===== config.mk =====
export PLATFORM = sky130hd
export DESIGN_NAME = dit_cell
export DESIGN_NICKNAME = d
export VERILOG_FILES = /design/src/rtl/dit_pkg.sv /design/src/rtl/dit_cell.sv
export SDC_FILE = /design/constraint.sdc
export NUM_CORES = 1
export LEC_CHECK = 0
export BUFFER_PORTS_ARGS = -buffer_cell sky130_fd_sc_hd__buf_2
export CAP_MARGIN = 20
export CORE_MARGIN = 2
export CORE_UTILIZATION = 55
export DETAILED_ROUTE_END_ITERATION = 8
export PLACE_DENSITY = 0.83
export SYNTH_ARGS = -nofsm -noshare
export SYNTH_HDL_FRONTEND = slang
export SYNTH_SLANG_ARGS = --single-unit

===== constraint.sdc =====
create_clock -name clock -period 5.81 [get_ports clock]
set_clock_uncertainty 0.1 [all_clocks]
set_input_delay 0.581 -clock clock [delete_from_list [all_inputs] [get_ports clock]]
set_output_delay 0.581 -clock clock [all_outputs]
set_load 0.1 [all_outputs]

===== src/rtl/dit_pkg.sv =====
package dit_pkg;

   // kind of an input word, carried in req_tuser
   localparam logic ACT_ADD  = 1'b0;
   localparam logic ACT_DUMP = 1'b1;

   // sequencer states
   typedef enum logic [1:0] {
      ST_IDLE = 2'b01,
      ST_DUMP = 2'b10
   } state_type;

   // commands broadcast to every cell
   typedef struct packed {
      logic add_en;     // an add word is taken this cycle
      logic rotate_en;  // dump moves the ring one place toward cell 0
      logic hit;        // some cell holds or touches the value
      logic merge;      // the touched cell bridges into its right neighbor
      logic full;       // every cell is occupied
   } cell_ctrl_type;

   // per-cell compare results sent back to the top
   typedef struct packed {
      logic below;       // interval ends more than one under the value
      logic first;       // first cell that is not below
      logic hit_here;    // this first cell holds or touches the value
      logic merge_here;  // grown interval reaches the right neighbor
   } cell_stat_type;

endpackage


===== src/rtl/dit_cell.sv =====
module dit_cell
   import dit_pkg::*;
#(
   parameter int VALUE_BITS = 16
) (
   input  logic                  clock,
   input  logic                  reset,
   input  cell_ctrl_type         ctrl,
   input  logic [VALUE_BITS-1:0] value,
   input  logic [VALUE_BITS-1:0] left_start,
   input  logic [VALUE_BITS-1:0] left_end,
   input  logic                  left_valid,
   input  logic                  left_below,
   input  logic [VALUE_BITS-1:0] right_start,
   input  logic [VALUE_BITS-1:0] right_end,
   input  logic                  right_valid,
   input  logic [VALUE_BITS-1:0] head_start,
   input  logic [VALUE_BITS-1:0] head_end,
   output logic [VALUE_BITS-1:0] start_out,
   output logic [VALUE_BITS-1:0] end_out,
   output logic                  valid_out,
   output cell_stat_type         stat
);

   localparam int WB = VALUE_BITS + 1;

   logic [VALUE_BITS-1:0] start_ff, start_in;
   logic [VALUE_BITS-1:0] end_ff, end_in;
   logic                  valid_ff, valid_in;

   logic [WB-1:0]         value_w;
   logic [WB-1:0]         value_p1;
   logic [WB-1:0]         end_p1;
   logic [VALUE_BITS-1:0] grow_start;
   logic [VALUE_BITS-1:0] grow_end;
   logic [WB-1:0]         grow_end_p1;

   // compares against the broadcast value, one bit wider so nothing wraps
   always_comb begin
      value_w     = {1'b0, value};
      value_p1    = value_w + WB'(1);
      end_p1      = {1'b0, end_ff} + WB'(1);
      grow_start  = (value < start_ff) ? value : start_ff;
      grow_end    = (value > end_ff) ? value : end_ff;
      grow_end_p1 = {1'b0, grow_end} + WB'(1);

      stat.below      = valid_ff && (end_p1 < value_w);
      stat.first      = !stat.below && left_below;
      stat.hit_here   = stat.first && valid_ff && ({1'b0, start_ff} <= value_p1);
      stat.merge_here = stat.hit_here && right_valid &&
                        ({1'b0, right_start} <= grow_end_p1);
   end

   // next contents: extend, merge-shift, insert-shift or rotate
   always_comb begin
      start_in = start_ff;
      end_in   = end_ff;
      valid_in = valid_ff;
      if (ctrl.add_en) begin
         if (ctrl.hit) begin
            if (stat.first) begin
               start_in = grow_start;
               end_in   = ctrl.merge ? right_end : grow_end;
            end else if (!stat.below && ctrl.merge) begin
               start_in = right_start;
               end_in   = right_end;
               valid_in = right_valid;
            end
         end else if (!ctrl.full) begin
            if (stat.first) begin
               start_in = value;
               end_in   = value;
               valid_in = 1'b1;
            end else if (!stat.below) begin
               start_in = left_start;
               end_in   = left_end;
               valid_in = left_valid;
            end
         end
      end else if (ctrl.rotate_en && valid_ff) begin
         start_in = right_valid ? right_start : head_start;
         end_in   = right_valid ? right_end : head_end;
      end
   end

   // occupancy
   always_ff @(posedge clock) begin
      if (reset) begin
         valid_ff <= 1'b0;
      end else begin
         valid_ff <= valid_in;
      end
   end

   // interval bounds
   always_ff @(posedge clock) begin
      start_ff <= start_in;
      end_ff   <= end_in;
   end

   assign start_out = start_ff;
   assign end_out   = end_ff;
   assign valid_out = valid_ff;

endmodule


# ---- Word level (Yosys, flattened, before mapping)
# Cells that the tools add are included.
dict set report word_totals {
  word_cells 59
  output_inout_bits 37
  regBits 33
}
dict set report op_classes {
  muxes 27
  addsub 3
  n_eq_ne 8
  n_lt_le_gt_ge 5
  n_reduce_logical 13
}
# operator n
set op_table {}
lappend op_table {{16-bit 2-to-1 mux} 21}
lappend op_table {{16-bit by 1-bit adder with 17-bit output, second input constant} 3}
lappend op_table {{16-bit by 17-bit <= comparator with 1-bit output} 2}
lappend op_table {{17-bit by 16-bit less-than comparator with 1-bit output} 1}
lappend op_table {{16-bit greater-than comparator} 1}
lappend op_table {{16-bit less-than comparator} 1}
lappend op_table {{5-bit AND reduction} 2}
lappend op_table {{1-bit logical AND} 8}
lappend op_table {{1-bit 2-to-1 mux} 6}
lappend op_table {{3-bit != test, second input constant} 2}
lappend op_table {{2-bit by 1-bit != test with 1-bit output, second input constant} 2}
lappend op_table {{4-bit by 2-bit != test with 1-bit output, second input constant} 1}
lappend op_table {{4-bit by 3-bit != test with 1-bit output, second input constant} 1}
lappend op_table {{4-bit != test, second input constant} 1}
lappend op_table {{4-bit AND reduction} 1}
lappend op_table {{2-bit != test, second input constant} 1}
lappend op_table {{2-bit nonzero test} 1}
lappend op_table {{1-bit logical NOT} 1}

# ---- Logic depth before layout (Yosys ltp)
# Gate-level depths: netlist (run 1).
dict set report logic_depth {
  depth_word 9
  mapped_depth 26
  ltp_nobuf 23
}

# ---- Least setup slack after synthesis (run 1)
# OpenSTA, ideal clock, no wires.
dict set report synth_timing {
  kind {register to output}
  from {reg end_ff[13], in the netlist end_out[13]}
  to {out stat[0] in the netlist's numbering}
  t_arrival_ps 5510
  required_time_ps 5129
  path_stages_with_launch 25
  slack_ps -381
  path_buffers 2
  cell_sequence {edfxtp_1 inv_1 ha_1 nand4_1 nor4_2 o21ai_1 and3_1 clkbuf_1 buf_2 o21ai_0 a21boi_1 inv_1 ha_1 nand2_1 nor2_1 xnor2_1 nand2_1 o21ai_0 ha_1 a21o_1 a21o_1 a21oi_1 o21ai_0 a21oi_1 o311a_1}
}
# item line_no
set synth_lines {}
lappend synth_lines {{from (decl)} dit_cell.sv:28} ;# logic [VALUE_BITS-1:0] end_ff, end_in;
lappend synth_lines {{from (signal assigned)} dit_cell.sv:98} ;# end_ff <= end_in;
lappend synth_lines {{to (decl)} dit_cell.sv:22} ;# output cell_stat_type stat

==> results of run 1 <==
-- kinds of logic (layout without fill, tap and decap cells) --
group | Yosys count | count (layout) | share of synthesized area [%]
fa+ha+maj | 83 | 83 | 17.61
flops | 33 | 33 | 16.63
buf+inv | 101 | 241 | 7.446
simple gates | 224 | 224 | 19.50
xor+xnor | 40 | 40 | 5.940
compound gates | 191 | 191 | 21.51
mux | 65 | 65 | 11.37
-- routing by layer --
metal | part of all wire (%) | up-vias
li1 | - | 2961
met1 | 42 | 2936
met2 | 48 | 297
met3 | 6.6 | 56
met4 | 3.7 | 0
met5 | 0 | -
-- area by class of cell --
| class | count | share of cell area [%] |
|---|---|---|
| timing repair buffer | 179 | 13.94 |
| tap | 136 | 2.462 |
| multi-input combinational | 603 | 65.18 |
| sequential | 33 | 14.19 |
| inverter | 54 | 2.932 |
| clock buffer | 8 | 1.303 |
-- critical path, cell delays in order (launching register included) --
cell,delay [ps]
edfxtp_1,440
inv_1,130
ha_1,310
nand4_1,200
nor4_4,370
o21ai_1,130
and3_1,250
nor2_1,150
a21boi_1,100
inv_1,60
ha_1,240
nand2_1,130
nor2_1,220
nand3_1,130
xnor2_1,140
nand2_1,60
o21ai_0,80
ha_1,300
a21o_1,160
a21o_1,160
a21oi_1,130
o21ai_0,90
a21oi_1,170
o311a_4,230
buf_12,170
-- registers in the layout (all words and copies together) (netlist names) --
| signal | flops |
|---|---|
| start_out | 16 |
| valid_out | 1 |
| end_out | 16 |
-- how the worst max path moves through the flow --
stage | cells after the start | startpoint | endpoint
2_1_floorplan | 24 | end_out[13] | stat[0]
3_3_place_gp | 24 | value[15] | stat[0]
3_5_place_dp | 24 | value[15] | stat[0]
4_1_cts | 24 | end_out[12] | stat[0]
5_1_grt | 24 | end_out[10] | stat[0]
6_report | 24 | end_out[10] | stat[0]
-- cell usage after synthesis, types with 7 or more instances --
master,n,area (µm²)
ha_1,83,1039
nand2_1,61,229.0
inv_1,54,202.7
mux2i_1,49,490.5
a21oi_1,45,225.2
nor2_1,44,165.2
xnor2_1,39,341.6
o21ai_0,38,190.2
clkbuf_1,33,123.9
edfxtp_1,32,960.9
nand3_1,31,155.2
nor2b_1,21,131.4
o211ai_1,18,135.1
o21a_1,18,135.1
a211o_1,17,148.9
a211oi_1,17,127.6
mux2_2,16,180.2
nand3b_1,16,120.1
a21o_1,15,112.6
nand4_1,12,75.07
nor3_1,11,55.05
buf_2,7,35.03
nor4_1,7,43.79
-- per-stage QoR --
step / total power (W) / area, µm² / worst slack [ps] / hold WS, ps
finish: 0.001153 / 6913 / 275.5 / 345.8
CTS: 0.001145 / 6897 / 208.9 / 342.9
detailed placement: 0.0009555 / 6807 / 369.1 / 506.8
global placement: 0.0009489 / 6807 / 454.4 / 490.9
global route: 0.001219 / 6913 / 59.77 / 344.3
floorplan: 0.0007830 / 5909 / 20.40 / 553.4
-- repair_timing --
item | 4_1_cts | 5_1_grt
resized for setup | 0 | 2
setup endpoints to repair | 0 | 1
buffers inserted | 0 | 1
-- power groups by stage --
stage / Sequential [W] / Combinational [W] / Clock, W
after global routing: 0.000312 / 0.000709 / 0.000198
after detailed placement: 0.000316 / 0.000640 / 0
after CTS: 0.000311 / 0.000643 / 0.000191
final: 0.000310 / 0.000654 / 0.000189
after global placement: 0.000316 / 0.000633 / 0
after floorplan: 0.000435 / 0.000348 / 0
==> metrics.yaml, run 1 <==
critPathKind: "reg2out"
drtIter0Drc: 397
finalHoldViolCount: 0
gp_congestion: 1.017
cts-buffers-inserted: 5
switching_power_w: 0.0005421
met3_usage_pct: 3.753
hold_end: "valid_out"
min_period_ps: 5535
syn2layout_area_growth_pct: 17.20
cts.sinks: 33
fin_setup_tns_ps: 0
die-area_um2: 11570
status: "finished, final reports clean"
worstSkewPairLatency_ps: 290
synthCells: 737
antenna_found_initial: 0
clock_power_share_pct: 16.4
ir_drop_v: 0.0001039
ys_types: 57
synth_nets: 942
fin_util_pct: 66.66
multi_input_area_um2: 4506
yosys_warnings: 0
holdCritPathClass: "in2reg"
tritoncts: "built"
syn-cell-area_um2: 5898
syn_avg_cell_area_um2: 8.003
drc_errors: 0
die_h_um: 107.6
via_count: 6250
cp.required_ps: 5130
final_cell_mix: "buf_2 (157), ha_1 (83), nand2_1 (61), inv_1 (54), mux2i_1 (49)"
drtAntennaViolNets: 0
grt-busiest-layer: "met2"
die_w_um: 107.6
finalSetupViolCount: 0
first_pass_iters: 4
grtUsageMet1_pct: 42.10
slew_headroom_pct: 39.11
critPathLaunchType: "flop"
r2r-start: "end_out[2]"
grt_usage_pct: 32.77
power_frac_comb_pct: 56.7
routedWlPerCell_um: 18.93
path_max_fanout: 6
synth-edff-count: 32
met2_usage_pct: 55.93
placeableCoreArea_um2: 10370
end_kind: "primary output"
antenna_cells: 0
critPathArrivalTime_ps: 4850
grt_pass1_wl_mm: 30.02
fin_cells: 1013
grt_overflow: 0
p_per_area_nw_per_um2: 166.8
period_share_pct: 95.26
ys_seq_area_share_pct: 16.63
rows: 37
grt_max_degree: 51
synth-async-reset-ratio_pct: 0
drive_gt1_share_pct: 24.06
min_from: "reset"
synth-seq-cells: 33
p_leak_nw: 3.294
slew_violations: 0
postCtsHoldBufs: 0
dp_cells: 1004
p_seq_share_pct: 26.9
final_common_cell: "buf_2"
via_per_inst: 6.170
wirelength_mm: 19.17
seqCellArea_um2: 980.9
r2r_cells: 14
reg2reg_slack_ps: 1080
max_freq_mhz: 180.7
min_delay_path_depth: 2
place_hpwl_mm: 15.10
start_util_pct: 56.88
rsz0062_at_grt: "false"
worst_slew_pin_slew_ps: 905.0
htree_levels: 2
clockBufferDepth: 2
nets: 1081
cts-root-buf: "clkbuf_8"
nFillCells: 922
port_buffers: 158
swShare_pct: 47.01
path_clk_slew_ps: 70
synth_ff_type: "edfxtp_1"
r2r-end: "start_out[0]"
internal_power_w: 0.0006111
pin_count: 159
grt_pass1_vias: 5910
maxCapViolCount: 0
Note: power is estimated with default switching activity, not from simulation.
==> inputs of run 2 (changes only) <==
- clock period: 5.81 -> 5.7 ns (I/O delays scaled with it)
==> metrics.yaml, run 2 (same netlist as run 1, synthesis figures left out) <==
die_w_um: 107.6
p_total_w: 0.001178
antenna_found_initial: 0
htree_levels: 2
critPathArrivalTime_ps: 4820
p_seq_share_pct: 26.8
critPathLaunchType: "flop"
internal_power_w: 0.0006130
drtAntennaViolNets: 0
via_count: 6218
nFillCells: 958
fin_setup_tns_ps: 0
slew_headroom_pct: 34.07
placed_area_um2: 6807
final_cell_mix: "buf_2 (157), ha_1 (82), nand2_1 (61), inv_1 (52), mux2i_1 (49)"
path_clk_slew_ps: 80
gp_congestion: 1.051
holdCritPathClass: "in2reg"
ir_drop_v: 0.0001153
tritoncts: "built"
routedWlPerCell_um: 18.97
place_hpwl_mm: 15.05
via_per_inst: 6.126
wirelength_mm: 19.25
final_cell_area_um2: 6950
seqCellArea_um2: 980.9
grt_pass1_wl_mm: 30.02
switching_power_w: 0.0005647
drc_errors: 0
cp.required_ps: 5030
clock_power_share_pct: 16.0
cts-buffers-inserted: 5
maxCapViolCount: 0
end_kind: "primary output"
grt_pass1_vias: 5892
finalHoldViolCount: 0
status: "finished, final reports clean"
slew_violations: 0
die-area_um2: 11570
min_period_ps: 5491
syn2layout_area_growth_pct: 17.84
antenna_cells: 0
swShare_pct: 47.95
cts-root-buf: "clkbuf_8"
die_h_um: 107.6
p_per_area_nw_per_um2: 169.4
critPathKind: "reg2out"
worst_slew_pin_slew_ps: 988.9
path_max_fanout: 6
fin_cells: 1015
grt_usage_pct: 33.08
drive_gt1_share_pct: 25.26
dp_cells: 1004
power_frac_comb_pct: 57.3
port_buffers: 158
finalSetupViolCount: 0
period_share_pct: 96.34
setup_slack_ps: 208.9
worstSkewPairLatency_ps: 300
p_leak_nw: 3.305
first_pass_iters: 6
cts.sinks: 33
start_util_pct: 56.88
clockBufferDepth: 2
grt_max_degree: 51
pre_cts_slack_ps: 214.6
nets: 1083
drtIter0Drc: 457
multi_input_area_um2: 4523
grt_overflow: 0
final_common_cell: "buf_2"
max_freq_mhz: 182.1
rows: 37
placeableCoreArea_um2: 10370
pin_count: 159
==> run 2: cell types whose count changed in the layout (fill, tap and decap cells not counted), sizes merged <==
cell	before	now
clkbuf	8	6
clkinv	0	2
buf	179	181
==> run 2: final timing paths <==
check	cells past startpoint	end	slack, ps	startpoint
worst max-delay path	23	stat[0]	210	end_out[10]
worst min-delay path	2	valid_out	310	reset
worst max register to register	13	start_out[12]	710	end_out[2]
worst min register to register	2	valid_out	530	valid_out
==> run 2: power groups by stage <==
stage / registers [W] / logic [W] / clock network, W
after floorplan: 0.000443 / 0.000355 / 0
after global routing: 0.000317 / 0.000733 / 0.000196
after CTS: 0.000315 / 0.000658 / 0.000190
after global placement: 0.000321 / 0.000647 / 0
final: 0.000315 / 0.000674 / 0.000188
after detailed placement: 0.000321 / 0.000655 / 0
==> run 2: per-layer routing <==
metal,GRT usage [%],share of wire [%],up-vias
li1,-,-,2972
met1,41.59,40,2867
met2,56.74,48,316
met3,4.903,7.6,63
met4,12.91,4.1,0
met5,0,0,-
==> run 2: what timing repair did <==
| item | 4_1_cts | 5_1_grt |
|---|---|---|
| buffers inserted | 0 | 2 |
| setup endpoints to repair | 0 | 1 |
| hold buffers | 0 | 0 |
| gates resized for setup | 0 | 9 |
==> run 2: stage by stage <==
step	hold slack, ps	util [%]
final	310.3	67.02
after global routing	335.6	67.02
after CTS	312.4	66.43
after detailed placement	508.3	65.64
after global placement	502.3	65.64
after floorplan	542.4	-
==> run 2: area by class of cell <==
cell class / instances / share of cell area [%]
repair buffers: 181 / 14.26
flip-flops and latches: 33 / 14.11
clock inverters: 2 / 0.1440
inverters: 54 / 2.916
well taps: 136 / 2.448
clock buffers: 6 / 1.044
multi-input cells: 603 / 65.08
==> run 2: worst max-delay path, cell delays in order, from the launching register on <==
cell	delay [ps]
edfxtp_1	430
inv_1	130
ha_1	320
nand4_1	200
nor4_4	380
o21ai_1	150
and3_1	300
o21ai_2	190
a21boi_2	200
inv_1	70
ha_2	200
nand2_1	130
nor2_1	70
xnor2_1	120
nand2_1	60
o21ai_0	90
ha_1	310
a21o_1	180
a21o_1	170
a21oi_1	130
o21ai_0	110
a21oi_1	190
o311a_4	200
buf_12	170
==> inputs of run 3 (changes only) <==
- clock period: 5.7 -> 5.37 ns (I/O delays scaled with it)
==> metrics.yaml, run 3 (same netlist as run 1, synthesis figures left out) <==
wirelength_mm: 18.88
via_count: 6261
cp.required_ps: 4730
finalSetupViolCount: 0
critPathLaunchType: "flop"
die-area_um2: 11570
power_frac_comb_pct: 58.0
routedWlPerCell_um: 18.33
final_common_cell: "buf_2"
critPathKind: "reg2out"
nets: 1098
cts-root-buf: "clkbuf_8"
start_util_pct: 56.88
finalHoldViolCount: 0
drc_errors: 0
port_buffers: 158
crit_path_max_incr_delay_ps: 400
internal_power_w: 0.0006642
place_hpwl_mm: 14.59
cts-buffers-inserted: 5
htree_levels: 2
switching_power_w: 0.0005940
clock_power_share_pct: 15.5
crit_family: "compound AO/OA/AOI/OAI gates"
maxCapViolCount: 0
cp_slowest_cell: "edfxtp_1"
p_seq_share_pct: 26.5
die_h_um: 107.6
worst_slew_pin_slew_ps: 831.0
placed_area_um2: 6875
critPathArrivalTime_ps: 4550
drtAntennaViolNets: 0
cp.buffers_inverters: 5
antenna_found_initial: 0
slew_headroom_pct: 44.60
final_cell_mix: "buf_2 (157), ha_1 (82), nand2_1 (60), mux2i_1 (49), inv_1 (48)"
fin_setup_tns_ps: 0
grt_pass1_vias: 5862
grt_pass1_wl_mm: 29.07
nFillCells: 912
via_per_inst: 6.079
path_max_fanout: 5
gp_congestion: 0.9903
first_pass_iters: 5
pre_cts_slack_ps: 179.1
ir_drop_v: 0.00009837
grt_max_degree: 51
path_clk_slew_ps: 70
swShare_pct: 47.21
drtIter0Drc: 454
p_per_area_nw_per_um2: 178.0
min_period_ps: 5189
slew_violations: 0
placeableCoreArea_um2: 10370
cts.sinks: 33
clockBufferDepth: 2
die_w_um: 107.6
end_kind: "primary output"
final_cell_area_um2: 7069
max_freq_mhz: 192.7
drive_gt1_share_pct: 27.07
antenna_cells: 0
p_leak_nw: 3.371
syn2layout_area_growth_pct: 19.86
grt_overflow: 0
period_share_pct: 96.62
rows: 37
cpMostUsedCell: "a21oi_1"
status: "finished, final reports clean"
grt_usage_pct: 31.66
setup_slack_ps: 181.4
holdCritPathClass: "in2reg"
worstSkewPairLatency_ps: 300
pin_count: 159
tritoncts: "built"
-- run 3: layer usage --
layer	GRT usage (%)	routed length, µm	up-vias
li1	-	-	3012
met1	40.06	7648	2892
met2	54.99	9216	299
met3	3.995	1460	58
met4	11.36	553	0
met5	0	0	-
-- run 3: path summary, 6_finish.rpt --
check / cells past startpoint / slack (ps) / to / from
min reg2reg: 2 / 520 / valid_out / valid_out
max reg2reg: 14 / 640 / start_out[15] / end_out[2]
max: 26 / 180 / stat[0] / end_out[11]
min: 2 / 290 / valid_out / reset
-- run 3: area by class of cell --
cell class	instances	area (µm²)	area share, %
sequential	33	980.9	13.88
inverter	54	202.7	2.867
timing repair buffer	196	1091	15.43
tap	136	170.2	2.407
multi-input combinational	603	4544	64.28
clock buffer	8	80.08	1.133
-- run 3: power groups by stage --
| stage | sequential (W) | clock, W | combinational [W] |
|---|---|---|---|
| final | 0.000333 | 0.000195 | 0.000730 |
| after global routing | 0.000336 | 0.000207 | 0.000790 |
| after CTS | 0.000334 | 0.000198 | 0.000709 |
| after detailed placement | 0.000340 | 0 | 0.000701 |
| after global placement | 0.000340 | 0 | 0.000692 |
| after floorplan | 0.000471 | 0 | 0.000386 |
-- run 3: repair_timing --
action,CTS,global route
endpoints found under the setup margin,1,1
pin swaps,2,3
gates resized for setup,1,4
gates cloned,0,0
hold buffers,0,0
buffers inserted,3,10
-- run 3: through the flow --
stage	utilization [%]	hold slack [ps]	instances	total power [W]
finish	68.17	293.9	1030	0.001258
global placement	66.30	514.4	1009	0.001032
floorplan	-	509.4	737	0.0008568
detailed placement	66.30	506.4	1009	0.001041
CTS	67.31	294.0	1020	0.001240
global route	68.17	300.1	1030	0.001332
